===== src/rtl/core/aes_pkg.sv =====
// AES-128 package: S-box table, GF(2^8) helpers and round functions.
// Used by all modules under rtl/core; no dependencies.
package aes_pkg;

	localparam int BlkW  = 128;
	localparam int HalfW = 64;
	localparam int NumRounds = 10;

	// APB register indexes
	localparam logic [0:0] REG_KEY_HIGH = 1'b0;
	localparam logic [0:0] REG_KEY_LOW  = 1'b1;

	function automatic logic [7:0] sbox(input logic [7:0] a);
		logic [7:0] r;
		case (a)
			8'h00: r=8'h63; 8'h01: r=8'h7C; 8'h02: r=8'h77; 8'h03: r=8'h7B;
			8'h04: r=8'hF2; 8'h05: r=8'h6B; 8'h06: r=8'h6F; 8'h07: r=8'hC5;
			8'h08: r=8'h30; 8'h09: r=8'h01; 8'h0A: r=8'h67; 8'h0B: r=8'h2B;
			8'h0C: r=8'hFE; 8'h0D: r=8'hD7; 8'h0E: r=8'hAB; 8'h0F: r=8'h76;
			8'h10: r=8'hCA; 8'h11: r=8'h82; 8'h12: r=8'hC9; 8'h13: r=8'h7D;
			8'h14: r=8'hFA; 8'h15: r=8'h59; 8'h16: r=8'h47; 8'h17: r=8'hF0;
			8'h18: r=8'hAD; 8'h19: r=8'hD4; 8'h1A: r=8'hA2; 8'h1B: r=8'hAF;
			8'h1C: r=8'h9C; 8'h1D: r=8'hA4; 8'h1E: r=8'h72; 8'h1F: r=8'hC0;
			8'h20: r=8'hB7; 8'h21: r=8'hFD; 8'h22: r=8'h93; 8'h23: r=8'h26;
			8'h24: r=8'h36; 8'h25: r=8'h3F; 8'h26: r=8'hF7; 8'h27: r=8'hCC;
			8'h28: r=8'h34; 8'h29: r=8'hA5; 8'h2A: r=8'hE5; 8'h2B: r=8'hF1;
			8'h2C: r=8'h71; 8'h2D: r=8'hD8; 8'h2E: r=8'h31; 8'h2F: r=8'h15;
			8'h30: r=8'h04; 8'h31: r=8'hC7; 8'h32: r=8'h23; 8'h33: r=8'hC3;
			8'h34: r=8'h18; 8'h35: r=8'h96; 8'h36: r=8'h05; 8'h37: r=8'h9A;
			8'h38: r=8'h07; 8'h39: r=8'h12; 8'h3A: r=8'h80; 8'h3B: r=8'hE2;
			8'h3C: r=8'hEB; 8'h3D: r=8'h27; 8'h3E: r=8'hB2; 8'h3F: r=8'h75;
			8'h40: r=8'h09; 8'h41: r=8'h83; 8'h42: r=8'h2C; 8'h43: r=8'h1A;
			8'h44: r=8'h1B; 8'h45: r=8'h6E; 8'h46: r=8'h5A; 8'h47: r=8'hA0;
			8'h48: r=8'h52; 8'h49: r=8'h3B; 8'h4A: r=8'hD6; 8'h4B: r=8'hB3;
			8'h4C: r=8'h29; 8'h4D: r=8'hE3; 8'h4E: r=8'h2F; 8'h4F: r=8'h84;
			8'h50: r=8'h53; 8'h51: r=8'hD1; 8'h52: r=8'h00; 8'h53: r=8'hED;
			8'h54: r=8'h20; 8'h55: r=8'hFC; 8'h56: r=8'hB1; 8'h57: r=8'h5B;
			8'h58: r=8'h6A; 8'h59: r=8'hCB; 8'h5A: r=8'hBE; 8'h5B: r=8'h39;
			8'h5C: r=8'h4A; 8'h5D: r=8'h4C; 8'h5E: r=8'h58; 8'h5F: r=8'hCF;
			8'h60: r=8'hD0; 8'h61: r=8'hEF; 8'h62: r=8'hAA; 8'h63: r=8'hFB;
			8'h64: r=8'h43; 8'h65: r=8'h4D; 8'h66: r=8'h33; 8'h67: r=8'h85;
			8'h68: r=8'h45; 8'h69: r=8'hF9; 8'h6A: r=8'h02; 8'h6B: r=8'h7F;
			8'h6C: r=8'h50; 8'h6D: r=8'h3C; 8'h6E: r=8'h9F; 8'h6F: r=8'hA8;
			8'h70: r=8'h51; 8'h71: r=8'hA3; 8'h72: r=8'h40; 8'h73: r=8'h8F;
			8'h74: r=8'h92; 8'h75: r=8'h9D; 8'h76: r=8'h38; 8'h77: r=8'hF5;
			8'h78: r=8'hBC; 8'h79: r=8'hB6; 8'h7A: r=8'hDA; 8'h7B: r=8'h21;
			8'h7C: r=8'h10; 8'h7D: r=8'hFF; 8'h7E: r=8'hF3; 8'h7F: r=8'hD2;
			8'h80: r=8'hCD; 8'h81: r=8'h0C; 8'h82: r=8'h13; 8'h83: r=8'hEC;
			8'h84: r=8'h5F; 8'h85: r=8'h97; 8'h86: r=8'h44; 8'h87: r=8'h17;
			8'h88: r=8'hC4; 8'h89: r=8'hA7; 8'h8A: r=8'h7E; 8'h8B: r=8'h3D;
			8'h8C: r=8'h64; 8'h8D: r=8'h5D; 8'h8E: r=8'h19; 8'h8F: r=8'h73;
			8'h90: r=8'h60; 8'h91: r=8'h81; 8'h92: r=8'h4F; 8'h93: r=8'hDC;
			8'h94: r=8'h22; 8'h95: r=8'h2A; 8'h96: r=8'h90; 8'h97: r=8'h88;
			8'h98: r=8'h46; 8'h99: r=8'hEE; 8'h9A: r=8'hB8; 8'h9B: r=8'h14;
			8'h9C: r=8'hDE; 8'h9D: r=8'h5E; 8'h9E: r=8'h0B; 8'h9F: r=8'hDB;
			8'hA0: r=8'hE0; 8'hA1: r=8'h32; 8'hA2: r=8'h3A; 8'hA3: r=8'h0A;
			8'hA4: r=8'h49; 8'hA5: r=8'h06; 8'hA6: r=8'h24; 8'hA7: r=8'h5C;
			8'hA8: r=8'hC2; 8'hA9: r=8'hD3; 8'hAA: r=8'hAC; 8'hAB: r=8'h62;
			8'hAC: r=8'h91; 8'hAD: r=8'h95; 8'hAE: r=8'hE4; 8'hAF: r=8'h79;
			8'hB0: r=8'hE7; 8'hB1: r=8'hC8; 8'hB2: r=8'h37; 8'hB3: r=8'h6D;
			8'hB4: r=8'h8D; 8'hB5: r=8'hD5; 8'hB6: r=8'h4E; 8'hB7: r=8'hA9;
			8'hB8: r=8'h6C; 8'hB9: r=8'h56; 8'hBA: r=8'hF4; 8'hBB: r=8'hEA;
			8'hBC: r=8'h65; 8'hBD: r=8'h7A; 8'hBE: r=8'hAE; 8'hBF: r=8'h08;
			8'hC0: r=8'hBA; 8'hC1: r=8'h78; 8'hC2: r=8'h25; 8'hC3: r=8'h2E;
			8'hC4: r=8'h1C; 8'hC5: r=8'hA6; 8'hC6: r=8'hB4; 8'hC7: r=8'hC6;
			8'hC8: r=8'hE8; 8'hC9: r=8'hDD; 8'hCA: r=8'h74; 8'hCB: r=8'h1F;
			8'hCC: r=8'h4B; 8'hCD: r=8'hBD; 8'hCE: r=8'h8B; 8'hCF: r=8'h8A;
			8'hD0: r=8'h70; 8'hD1: r=8'h3E; 8'hD2: r=8'hB5; 8'hD3: r=8'h66;
			8'hD4: r=8'h48; 8'hD5: r=8'h03; 8'hD6: r=8'hF6; 8'hD7: r=8'h0E;
			8'hD8: r=8'h61; 8'hD9: r=8'h35; 8'hDA: r=8'h57; 8'hDB: r=8'hB9;
			8'hDC: r=8'h86; 8'hDD: r=8'hC1; 8'hDE: r=8'h1D; 8'hDF: r=8'h9E;
			8'hE0: r=8'hE1; 8'hE1: r=8'hF8; 8'hE2: r=8'h98; 8'hE3: r=8'h11;
			8'hE4: r=8'h69; 8'hE5: r=8'hD9; 8'hE6: r=8'h8E; 8'hE7: r=8'h94;
			8'hE8: r=8'h9B; 8'hE9: r=8'h1E; 8'hEA: r=8'h87; 8'hEB: r=8'hE9;
			8'hEC: r=8'hCE; 8'hED: r=8'h55; 8'hEE: r=8'h28; 8'hEF: r=8'hDF;
			8'hF0: r=8'h8C; 8'hF1: r=8'hA1; 8'hF2: r=8'h89; 8'hF3: r=8'h0D;
			8'hF4: r=8'hBF; 8'hF5: r=8'hE6; 8'hF6: r=8'h42; 8'hF7: r=8'h68;
			8'hF8: r=8'h41; 8'hF9: r=8'h99; 8'hFA: r=8'h2D; 8'hFB: r=8'h0F;
			8'hFC: r=8'hB0; 8'hFD: r=8'h54; 8'hFE: r=8'hBB; default: r=8'h16;
		endcase
		return r;
	endfunction

	function automatic logic [7:0] xtime(input logic [7:0] b);
		return {b[6:0], 1'b0} ^ (b[7] ? 8'h1B : 8'h00);
	endfunction

	// byte i of a 128-bit block sits at bits 127-8i .. 120-8i
	function automatic logic [7:0] get_byte(input logic [BlkW-1:0] v, input int i);
		return v[BlkW-1-8*i -: 8];
	endfunction

	// next round key from the previous one
	function automatic logic [BlkW-1:0] key_step(input logic [BlkW-1:0] rk,
			input logic [7:0] rcon);
		logic [31:0] t;
		logic [31:0] w0, w1, w2, w3;
		w0 = rk[127:96];
		w1 = rk[95:64];
		w2 = rk[63:32];
		w3 = rk[31:0];
		t = {sbox(w3[23:16]) ^ rcon, sbox(w3[15:8]), sbox(w3[7:0]), sbox(w3[31:24])};
		w0 = w0 ^ t;
		w1 = w1 ^ w0;
		w2 = w2 ^ w1;
		w3 = w3 ^ w2;
		return {w0, w1, w2, w3};
	endfunction

	function automatic logic [BlkW-1:0] sub_shift(input logic [BlkW-1:0] st);
		logic [BlkW-1:0] o;
		o = '0;
		for (int c = 0; c < 4; c++) begin
			for (int r = 0; r < 4; r++) begin
				o[BlkW-1-8*(4*c+r) -: 8] = sbox(get_byte(st, 4*((c+r)%4)+r));
			end
		end
		return o;
	endfunction

	function automatic logic [BlkW-1:0] mix_cols(input logic [BlkW-1:0] st);
		logic [BlkW-1:0] o;
		logic [7:0] a0, a1, a2, a3, b0, b1, b2, b3;
		o = '0;
		for (int c = 0; c < 4; c++) begin
			a0 = get_byte(st, 4*c);
			a1 = get_byte(st, 4*c+1);
			a2 = get_byte(st, 4*c+2);
			a3 = get_byte(st, 4*c+3);
			b0 = xtime(a0);
			b1 = xtime(a1);
			b2 = xtime(a2);
			b3 = xtime(a3);
			o[BlkW-1-32*c -: 32] = {b0^a1^b1^a2^a3, a0^b1^a2^b2^a3,
				a0^a1^b2^a3^b3, a0^b0^a1^a2^b3};
		end
		return o;
	endfunction

	function automatic logic [7:0] rcon_of(input int round);
		logic [7:0] r;
		r = 8'h01;
		for (int i = 1; i < round; i++) r = xtime(r);
		return r;
	endfunction

endpackage


===== src/rtl/core/aes_regs.sv =====
// APB key registers for the AES-128 core.
// Depends on aes_pkg.
module aes_regs
	import aes_pkg::*;
(
	input  logic             clk,
	input  logic             arst_n,
	input  logic             psel,
	input  logic             penable,
	input  logic             pwrite,
	input  logic [3:0]       paddr,
	input  logic [63:0]      pwdata,
	output logic [63:0]      prdata,
	output logic             pready,
	output logic [BlkW-1:0]  key
);
	logic [HalfW-1:0] key_high_q, key_low_q;
	logic wr;

	assign pready = 1'b1;
	assign wr = psel && penable && pwrite;
	assign key = {key_high_q, key_low_q};

	always_ff @(posedge clk or negedge arst_n) begin
		if (!arst_n) begin
			key_high_q <= '0;
			key_low_q <= '0;
		end else if (wr) begin
			if (paddr == {REG_KEY_HIGH, 3'd0}) begin
				key_high_q <= pwdata;
			end else if (paddr == {REG_KEY_LOW, 3'd0}) begin
				key_low_q <= pwdata;
			end
		end
	end

	always_comb begin
		unique case (paddr)
			{REG_KEY_HIGH, 3'd0}: prdata = key_high_q;
			{REG_KEY_LOW, 3'd0}:  prdata = key_low_q;
			default:              prdata = '0;
		endcase
	end
endmodule


===== config.mk =====
export PLATFORM = sky130hd
export DESIGN_NAME = aes_regs
export DESIGN_NICKNAME = d
export VERILOG_FILES = /design/src/rtl/core/aes_pkg.sv /design/src/rtl/core/aes_regs.sv
export SDC_FILE = /design/constraint.sdc
export NUM_CORES = 1
export LEC_CHECK = 0
export ABC_AREA = 1
export BUFFER_PORTS_ARGS = -buffer_cell sky130_fd_sc_hd__buf_2
export CORE_MARGIN = 2
export CORE_UTILIZATION = 45
export DETAILED_ROUTE_END_ITERATION = 16
export GPL_ROUTABILITY_DRIVEN = 0
export GPL_TIMING_DRIVEN = 0
export PLACE_DENSITY = 0.74
export SLEW_MARGIN = 30
export SYNTH_ARGS = -nofsm -noshare
export SYNTH_HDL_FRONTEND = slang
export SYNTH_SLANG_ARGS = --single-unit
export TNS_END_PERCENT = 100

===== constraint.sdc =====
create_clock -name clk -period 0.9 [get_ports clk]
set_input_delay 0.09 -clock clk [delete_from_list [all_inputs] [get_ports clk]]
set_output_delay 0.09 -clock clk [all_outputs]
set_load 0.005 [all_outputs]

==> results of run 1 <==
-- final timing paths --
path | to | slack [ps]
max | prdata[45] | -330
min | key_high_q[12]$_DFFE_PN0P_ | -400
max reg2reg | key_high_q[0]$_DFFE_PN0P_ | -10
min reg2reg | key_low_q[13]$_DFFE_PN0P_ | 490
max in group asynchronous | key_low_q[43]$_DFFE_PN0P_ | 610
min in group clk | key_low_q[1]$_DFFE_PN0P_ | 100
-- area by class of cell --
class,count,area share
Buffer,62,0.0547
Multi-Input combinational cell,589,0.260
Clock inverter,14,0.0122
Timing Repair Buffer,402,0.280
Sequential cell,128,0.325
Clock buffer,18,0.0435
Inverter,5,0.00190
Tap cell,176,0.0223
-- state kept, by name, indices dropped and copies added (netlist names) --
signal	flops
key_high_q	64
key_low_q	64
-- stage by stage --
step	setup slack (ps)	util	cells
6_report	-334	0.745	1394
5_1_grt	-362	0.745	1394
4_1_cts	-312	0.704	1359
3_5_place_dp	-472	0.579	1225
3_3_place_gp	-1980	0.577	1224
2_1_floorplan	10.3	-	784
-- critical path, stage by stage (launching register included) --
cell and delay (ps):
dfrtp_1 410, nand2_1 80, nand2_1 90, buf_2 140
-- kinds of logic (layout without fill, tap and decap cells) --
kind of cell	after synthesis	count (layout)	share of synthesized area
AO/OA/AOI/OAI	64	64	0.0526
buffers and inverters	67	501	0.0661
flip-flops	128	128	0.526
other	1	1	0.000616
AND/OR/NAND/NOR	524	524	0.355
-- power by group --
group	internal, mW	switching, mW	total, mW
clock network	3.78	2.67	6.44
logic	1.90	1.58	3.48
registers	6.51	0.667	7.18
total	12.2	4.91	17.1
-- metal layers --
metal	track usage	vias to the layer above	routed length, um
li1	-	3356	-
met1	0.387	3384	9260
met2	0.506	341	11200
met3	0.0547	33	1610
met4	0.0850	0	390
met5	0	-	0
-- timing repair --
action                                  CTS  global route
gates cloned                              0             3
hold endpoints to repair                190            62
pin swaps                               131            34
resized for setup                        50            70
endpoints found under the setup margin  194           256
setup buffers                            38            33
-- cells in the final DEF (no fill, tap or decap), types with 2 or more instances in the layout --
cell type      count
nor2_4             2
clkbuf_1           7
buf_2            252
clkbuf_16         20
clkbuf_4           3
nand2_1          378
clkinvlp_4         4
clkbuf_2           6
clkinv_2           5
inv_2              3
o21ai_1            8
buf_8              7
buf_4             70
buf_6             51
clkinv_4           4
dfrtp_1          128
nand2_2           10
o21ai_2            3
nor2_2             2
dlygate4sd3_1     64
nand3_2            6
o21ai_0           53
inv_1              2
nand3_1          123
==> results.py, run 1 <==
metrics = {
    "timing": {
        "slew_violations": 0,
        "clock_skew_ps": 0,
        "fmax_mhz": 810,
        "rsz0062_at_grt": "yes",
        "finalSetupTns_ps": -36790,
        "fin_crit_ps": 1230,
        "hold_viol": 66,
        "setup_viol": 193,
        "final.setup.worst_slack_ps": -334,
        "finalCritPeriodShare": 1.37,
        "whs_ps": -403,
    },
    "synthesis": {
        "synth_top_area_share": 0.526,
        "synth.most_common_cell": "nand2_1",
        "yosys-top-cells-count": "nand2_1, nand3_1, dfrtp_1",
        "syn_inst": 784,
        "yosysTopAreaCell": "dfrtp_1",
        "yosys_warnings": 0,
        "synth_edf_count": 0,
        "synth_nets": 857,
        "yosys_most_used_dff": "dfrtp_1",
        "synthTopCellsByArea": "dfrtp_1, nand2_1, nand3_1",
        "yosysSeqAreaShare": 0.526,
        "synthArstFlopShare": 1.00,
        "synth_area_mm2": 0.00609,
        "yosys.cell_types.count": 16,
        "avgSynthCellArea_um2": 7.77,
        "ys_ff_latch": 128,
    },
    "setup_path": {
        "arrival_ps": 1140,
        "critPathCaptureType": "output port",
        "r2r_cells": 4,
        "critical_path_peak_fanout": 3,
        "path_class": "flip-flop to output port",
        "cp-startpoint": "key_low_q[45]$_DFFE_PN0P_",
        "start_kind": "flip-flop",
        "reg2reg_from": "key_high_q[0]$_DFFE_PN0P_",
        "crit_required_ps": 810,
    },
    "clock_network": {
        "cts_made_buffers": 17,
        "cts-hold-fix-buffers": 64,
        "clk_pin_slew_worst_paths_ps": 60,
        "insertion_delay_ps": 420,
        "htreeDepth": 4,
        "cts_tree": "done",
        "cts_sinks": 128,
        "root_buffer": "clkbuf_16",
        "cts_buffer_depth": 2,
    },
    "place": {
        "dp_hpwl_um": 14000,
        "portBuffers": 264,
        "placed_cell_area_mm2": 0.00767,
    },
    "flow_run": {
        "cap_violations": 0,
    },
    "finish": {
        "area_delta_synth_final_pct": 62.0,
        "layout-drive-gt1-share": 0.372,
        "fin_nets": 1278,
        "multiInputGateArea_mm2": 0.00257,
        "ff_latch_area_mm2": 0.00320,
        "finalInstanceArea_mm2": 0.00986,
        "antennaDiodeCount": 0,
        "n_fill_cell": 995,
    },
    "detailed_routing": {
        "drtAntennaViolNets": 0,
        "drt-total-wl_um": 22400,
        "viasPerCell": 5.10,
        "drc": 0,
        "drtIter0Drc": 587,
        "via_count": 7114,
        "drt-pass1-iter-count": 5,
        "wire_per_inst_um": 16.1,
    },
    "floorplan": {
        "core_mm2": 0.0132,
        "ioPinCount": 266,
        "design.die.area_mm2": 0.0145,
        "die_w_um": 120,
        "rows": 42,
        "start_util": 0.460,
        "dieHeight_um": 120,
    },
    "pwr": {
        "p_leak_nw": 5.90,
        "ir_worst_vdd_mv": 1.11,
        "powerDensity_mw_per_mm2": 1730,
        "total_power_mw": 17.1,
    },
    "grt": {
        "overflow": 0,
        "grt_pass1_wl_um": 33800,
        "grt_pass1_vias": 6558,
        "gr-usage-all-layers": 0.296,
        "antenna_found_initial": 0,
        "grt_max_degree": 67,
    },
    "worst_hold_path": {
        "hold_path.class": "input port to asynchronous set/reset pin",
    },
    "status": {
        "violations": "hold timing, setup timing",
        "status": "finished, violations left",
    },
}
No activity file was read; power rests on OpenSTA's default activity.
==> run 2: changes to the inputs <==
Settings changed: CAP_MARGIN set to 40, SLEW_MARGIN 30 to not set.
Clock period 0.9 ns to 1.5 ns, I/O delays scaled along.
==> results.py, run 2 (synthesis results as in run 1) <==
metrics = {
    "pwr": {
        "total_power_mw": 9.85,
        "powerDensity_mw_per_mm2": 1110,
        "ir_worst_vdd_mv": 0.657,
        "p_leak_nw": 5.44,
    },
    "worst_hold_path": {
        "hold_start": "paddr[0]",
        "whs_path_depth": 6,
        "min_to": "key_high_q[54]$_DFFE_PN0P_",
        "hold_path.class": "input port to flip-flop",
    },
    "finish": {
        "area_delta_synth_final_pct": 46.3,
        "n_fill_cell": 1093,
        "antennaDiodeCount": 0,
        "fin_cells": 1321,
        "utilization": 0.673,
        "fin_nets": 1206,
        "most-common-layout-cells": "nand2_1, buf_2, nand3_1",
        "finalInstanceArea_mm2": 0.00891,
        "layout-drive-gt1-share": 0.304,
        "reg.largest.list": "key_high_q (64), key_low_q (64)",
        "final_common_cell": "nand2_1",
    },
    "clock_network": {
        "insertion_delay_ps": 410,
        "cts_made_buffers": 17,
        "cts_buffer_depth": 2,
        "root_buffer": "clkbuf_16",
        "htreeDepth": 4,
        "cts_tree": "done",
        "clk_pin_slew_worst_paths_ps": 60,
        "cts_sinks": 128,
        "post-cts-setup-buffers": 0,
    },
    "floorplan": {
        "core_mm2": 0.0132,
        "ioPinCount": 266,
        "dieHeight_um": 120,
        "start_util": 0.460,
        "design.die.area_mm2": 0.0145,
        "die_w_um": 120,
        "rows": 42,
    },
    "setup_path": {
        "r2r_cells": 2,
        "rr_endpoint": "key_high_q[25]$_DFFE_PN0P_",
        "critical_path.top_delay_family": "buffers and inverters",
        "path_class": "input port to output port",
        "r2r_slack_ps": 800,
        "start_kind": "input port",
        "critical_path_peak_fanout": 10,
        "reg2reg_from": "key_high_q[25]$_DFFE_PN0P_",
        "critical-path-slowest-cell": "clkbuf_4",
        "arrival_ps": 1280,
        "slowest_delay_ps": 250,
        "timing.critical_path.buf_inv": 5,
        "critPathCaptureType": "output port",
        "crit_required_ps": 1350,
        "worstPathCellList": "buf_2 -> inv_1 -> nand2_1 -> nor2_1 -> clkbuf_4 -> buf_2 -> nand2_1 -> nand2_1 -> buf_2",
    },
    "timing": {
        "final.setup.worst_slack_ps": 70.2,
        "fmax_mhz": 699,
        "worst_pin_slew_ps": 551,
        "finalSetupTns_ps": 0,
        "setup_viol": 0,
        "slew_violations": 0,
        "whs_ps": 233,
        "rsz0062_at_grt": "yes",
        "finalCritPeriodShare": 0.953,
        "slew-limit-headroom": 0.633,
        "hold_viol": 0,
        "clock_skew_ps": 0,
        "fin_crit_ps": 1430,
    },
    "place": {
        "placed_cells": 1225,
        "placed_cell_area_mm2": 0.00767,
        "portBuffers": 264,
        "dp_hpwl_um": 13900,
        "place_ws_ps": -40.1,
    },
    "grt": {
        "gr-usage-all-layers": 0.277,
        "antenna_found_initial": 0,
        "overflow": 0,
        "grt_max_degree": 72,
        "grt_pass1_wl_um": 31500,
        "grt_pass1_vias": 6112,
    },
    "detailed_routing": {
        "via_count": 6746,
        "viasPerCell": 5.11,
        "drc": 0,
        "drtAntennaViolNets": 0,
        "wire_per_inst_um": 15.4,
        "drt-pass1-iter-count": 5,
        "drt-total-wl_um": 20300,
        "drtIter0Drc": 461,
    },
    "flow_run": {
        "cap_violations": 0,
    },
    "status": {
        "status": "finished clean",
    },
}
[run 2: changes by cell type in the layout (fill, tap and decap cells not counted), moves of 5 or more]
cell,delta
nand3_1,+6
nand2_1,+9
buf_8,-7
clkbuf_2,-6
buf_4,-65
clkbuf_1,+7
nand2_2,-9
nand3_2,-5
buf_2,+37
buf_6,-37
[run 2: worst max path at each step]
stage,to,startpoint,slack [ps],depth (start not counted)
after CTS,prdata[45],paddr[1],20,7
after floorplan,key_high_q[14]$_DFFE_PN0P_,paddr[3],520,6
after detailed placement,key_low_q[59]$_DFFE_PN0P_,psel,-40,7
after global routing,prdata[15],paddr[2],-20,9
after global placement,key_low_q[38]$_DFFE_PN0P_,arst_n,-1420,1
final,prdata[59],paddr[2],70,9
[run 2: layout make-up]
class	count	area (um^2)	share of cell area
Buffer	62	404	0.0454
Clock buffer	21	460	0.0517
Clock inverter	10	113	0.0126
Inverter	5	18.8	0.00211
Multi-Input combinational cell	589	2480	0.279
Sequential cell	128	3200	0.359
Tap cell	176	220	0.0247
Timing Repair Buffer	330	2010	0.225
[run 2: repair_timing]
| action | in CTS | in global routing |
|---|---|---|
| cloned | 0 | 0 |
| endpoints found under the hold margin | 183 | 0 |
| setup endpoints to repair | 2 | 62 |
| gates resized for setup | 1 | 8 |
| hold buffers | 65 | 0 |
[run 2: worst min-delay path, delay by kind of cell]
kind,cells,cell delay (ps)
buffers and inverters,1,110
and+or+nand+nor,5,340
[run 2: per-layer routing]
layer | vias to the layer above | wire [um] | part of all wire | GRT usage
li1 | 3212 | - | - | -
met4 | 0 | 326 | 0.016 | 0.0836
met5 | - | 0 | 0 | 0
met3 | 32 | 1480 | 0.073 | 0.0608
met1 | 3183 | 8670 | 0.43 | 0.361
met2 | 319 | 9860 | 0.48 | 0.466
[run 2: report_power, final]
group / internal (mW) / switching (mW)
clock network: 2.51 / 1.51
registers: 3.91 / 0.379
logic: 0.731 / 0.810
==> run 3: changes to the inputs <==
Settings changed: BUFFER_PORTS_ARGS -buffer_cell sky130_fd_sc_hd__buf_2 to not set, DONT_BUFFER_PORTS set to 1, PLACE_DENSITY 0.74 to 0.58.
==> results.py, run 3 (synthesis results as in run 1) <==
metrics = {
    "timing": {
        "rsz0062_at_grt": "no",
        "finalCritPeriodShare": 0.867,
        "fmax_mhz": 769,
        "finalSetupTns_ps": 0,
        "slew-limit-headroom": 0.653,
        "setup_viol": 0,
        "fin_crit_ps": 1300,
        "slew_violations": 0,
        "whs_ps": -568,
        "hold_viol": 128,
        "worst_pin_slew_ps": 520,
        "clock_skew_ps": 0,
    },
    "detailed_routing": {
        "drt-total-wl_um": 18900,
        "drt-pass1-iter-count": 5,
        "wire_per_inst_um": 17.9,
        "via_count": 5740,
        "drc": 0,
        "drtAntennaViolNets": 0,
        "drtIter0Drc": 403,
        "viasPerCell": 5.45,
    },
    "finish": {
        "fin_nets": 940,
        "area_delta_synth_final_pct": 23.5,
        "finalInstanceArea_mm2": 0.00752,
        "antennaDiodeCount": 0,
        "final_common_cell": "nand2_1",
        "most-common-layout-cells": "nand2_1, nand3_1, dfrtp_1",
        "utilization": 0.568,
        "reg.largest.list": "key_high_q (64), key_low_q (64)",
        "layout-drive-gt1-share": 0.0934,
    },
    "pwr": {
        "power.switching_mw": 2.42,
        "switching_share": 0.264,
        "power.share.combinational": 0.088,
        "ir_worst_vdd_mv": 0.667,
        "p_leak_nw": 4.14,
        "powerDensity_mw_per_mm2": 1220,
        "intPower_mw": 6.76,
        "clkPwrFrac": 0.429,
        "pwr-share-seq": 0.483,
        "total_power_mw": 9.18,
    },
    "clock_network": {
        "root_buffer": "clkbuf_16",
        "cts-resized-gates": 0,
        "cts_tree": "done",
        "clk_pin_slew_worst_paths_ps": 50,
        "insertion_delay_ps": 410,
        "cts_sinks": 128,
        "htreeDepth": 4,
        "cts-hold-fix-buffers": 64,
        "cts_made_buffers": 17,
        "cts_buffer_depth": 2,
        "post-cts-setup-buffers": 0,
    },
    "floorplan": {
        "dieHeight_um": 120,
        "ioPinCount": 266,
        "core_mm2": 0.0132,
        "rows": 42,
        "design.die.area_mm2": 0.0145,
        "start_util": 0.460,
        "die_w_um": 120,
    },
    "grt": {
        "grt_pass1_vias": 5503,
        "grt_pass1_wl_um": 29400,
        "antenna_found_initial": 0,
        "gr-usage-all-layers": 0.262,
        "overflow": 0,
        "grt_max_degree": 129,
    },
    "place": {
        "placed_cell_area_mm2": 0.00631,
        "portBuffers": 0,
        "dp_hpwl_um": 13000,
    },
    "setup_path": {
        "start_kind": "input port",
        "arrival_ps": 1150,
        "path_class": "input port to output port",
        "rr_endpoint": "key_high_q[17]$_DFFE_PN0P_",
        "reg2reg_from": "key_high_q[17]$_DFFE_PN0P_",
        "r2r_cells": 2,
        "r2r_slack_ps": 760,
        "critPathCaptureType": "output port",
        "critical_path_peak_fanout": 10,
        "crit_required_ps": 1350,
    },
    "status": {
        "violations": "hold timing",
        "status": "finished, violations left",
    },
    "worst_hold_path": {
        "hold_path.class": "input port to asynchronous set/reset pin",
    },
    "flow_run": {
        "cap_violations": 0,
    },
}
## run 3: cell types whose count changed in the layout (fill, tap and decap cells not counted)
cell,before,now
buf_2,289,34
clkbuf_4,6,0
clkbuf_8,2,6
buf_4,5,3
clkinv_4,2,0
buf_16,1,0
buf_6,14,13
bufinv_16,2,1
clkinv_2,4,3
clkinvlp_4,2,1
dlygate4sd3_1,65,64
## run 3: area by class of cell
cell class / instances / area (um^2)
clock inverter: 5 / 52.6
sequential: 128 / 3200
fill: 1240 / 5720
buffer: 62 / 384
clock buffer: 25 / 515
timing repair buffer: 64 / 641
tap: 176 / 220
inverter: 5 / 18.8
multi-input combinational: 589 / 2480
## run 3: power groups by stage
stage               Combinational (mW)  Sequential [mW]  Clock, mW
floorplan                        0.508             4.31          0
global placement                 0.608             4.48          0
detailed placement               0.644             4.48          0
CTS                              0.809             4.43       4.00
global route                     0.926             4.49       4.17
finish                           0.807             4.43       3.94
## run 3: critical path: stages
cell and delay (ps):
nor2_1 160, buf_2 310, buf_2 300, nand3_1 110, nand2_1 130
## run 3: metal layers
metal  GRT usage  up-vias  routed length [um]
met5           0        -                   0
li1            -     2666                   -
met3      0.0722       24                1460
met2       0.442      279                9430
met4      0.0879        0                 299
met1       0.327     2771                7660
## run 3: worst max-delay path by stage
stage              from                         end  slack, ps  cells past startpoint
3_3_place_gp       psel   key_low_q[38]$_DFFE_PN0P_        120                      6
4_1_cts        paddr[3]                  prdata[31]        220                      5
3_5_place_dp       psel   key_low_q[57]$_DFFE_PN0P_        100                      6
2_1_floorplan  paddr[3]  key_high_q[14]$_DFFE_PN0P_        520                      6
5_1_grt        paddr[3]                  prdata[28]         60                      5
6_report       paddr[3]                  prdata[31]        200                      5
## run 3: stage by stage
stage | instances | setup slack, ps
floorplan | 784 | 520
global placement | 960 | 119
detailed placement | 960 | 100
CTS | 1054 | 223
global route | 1054 | 63.0
finish | 1054 | 200
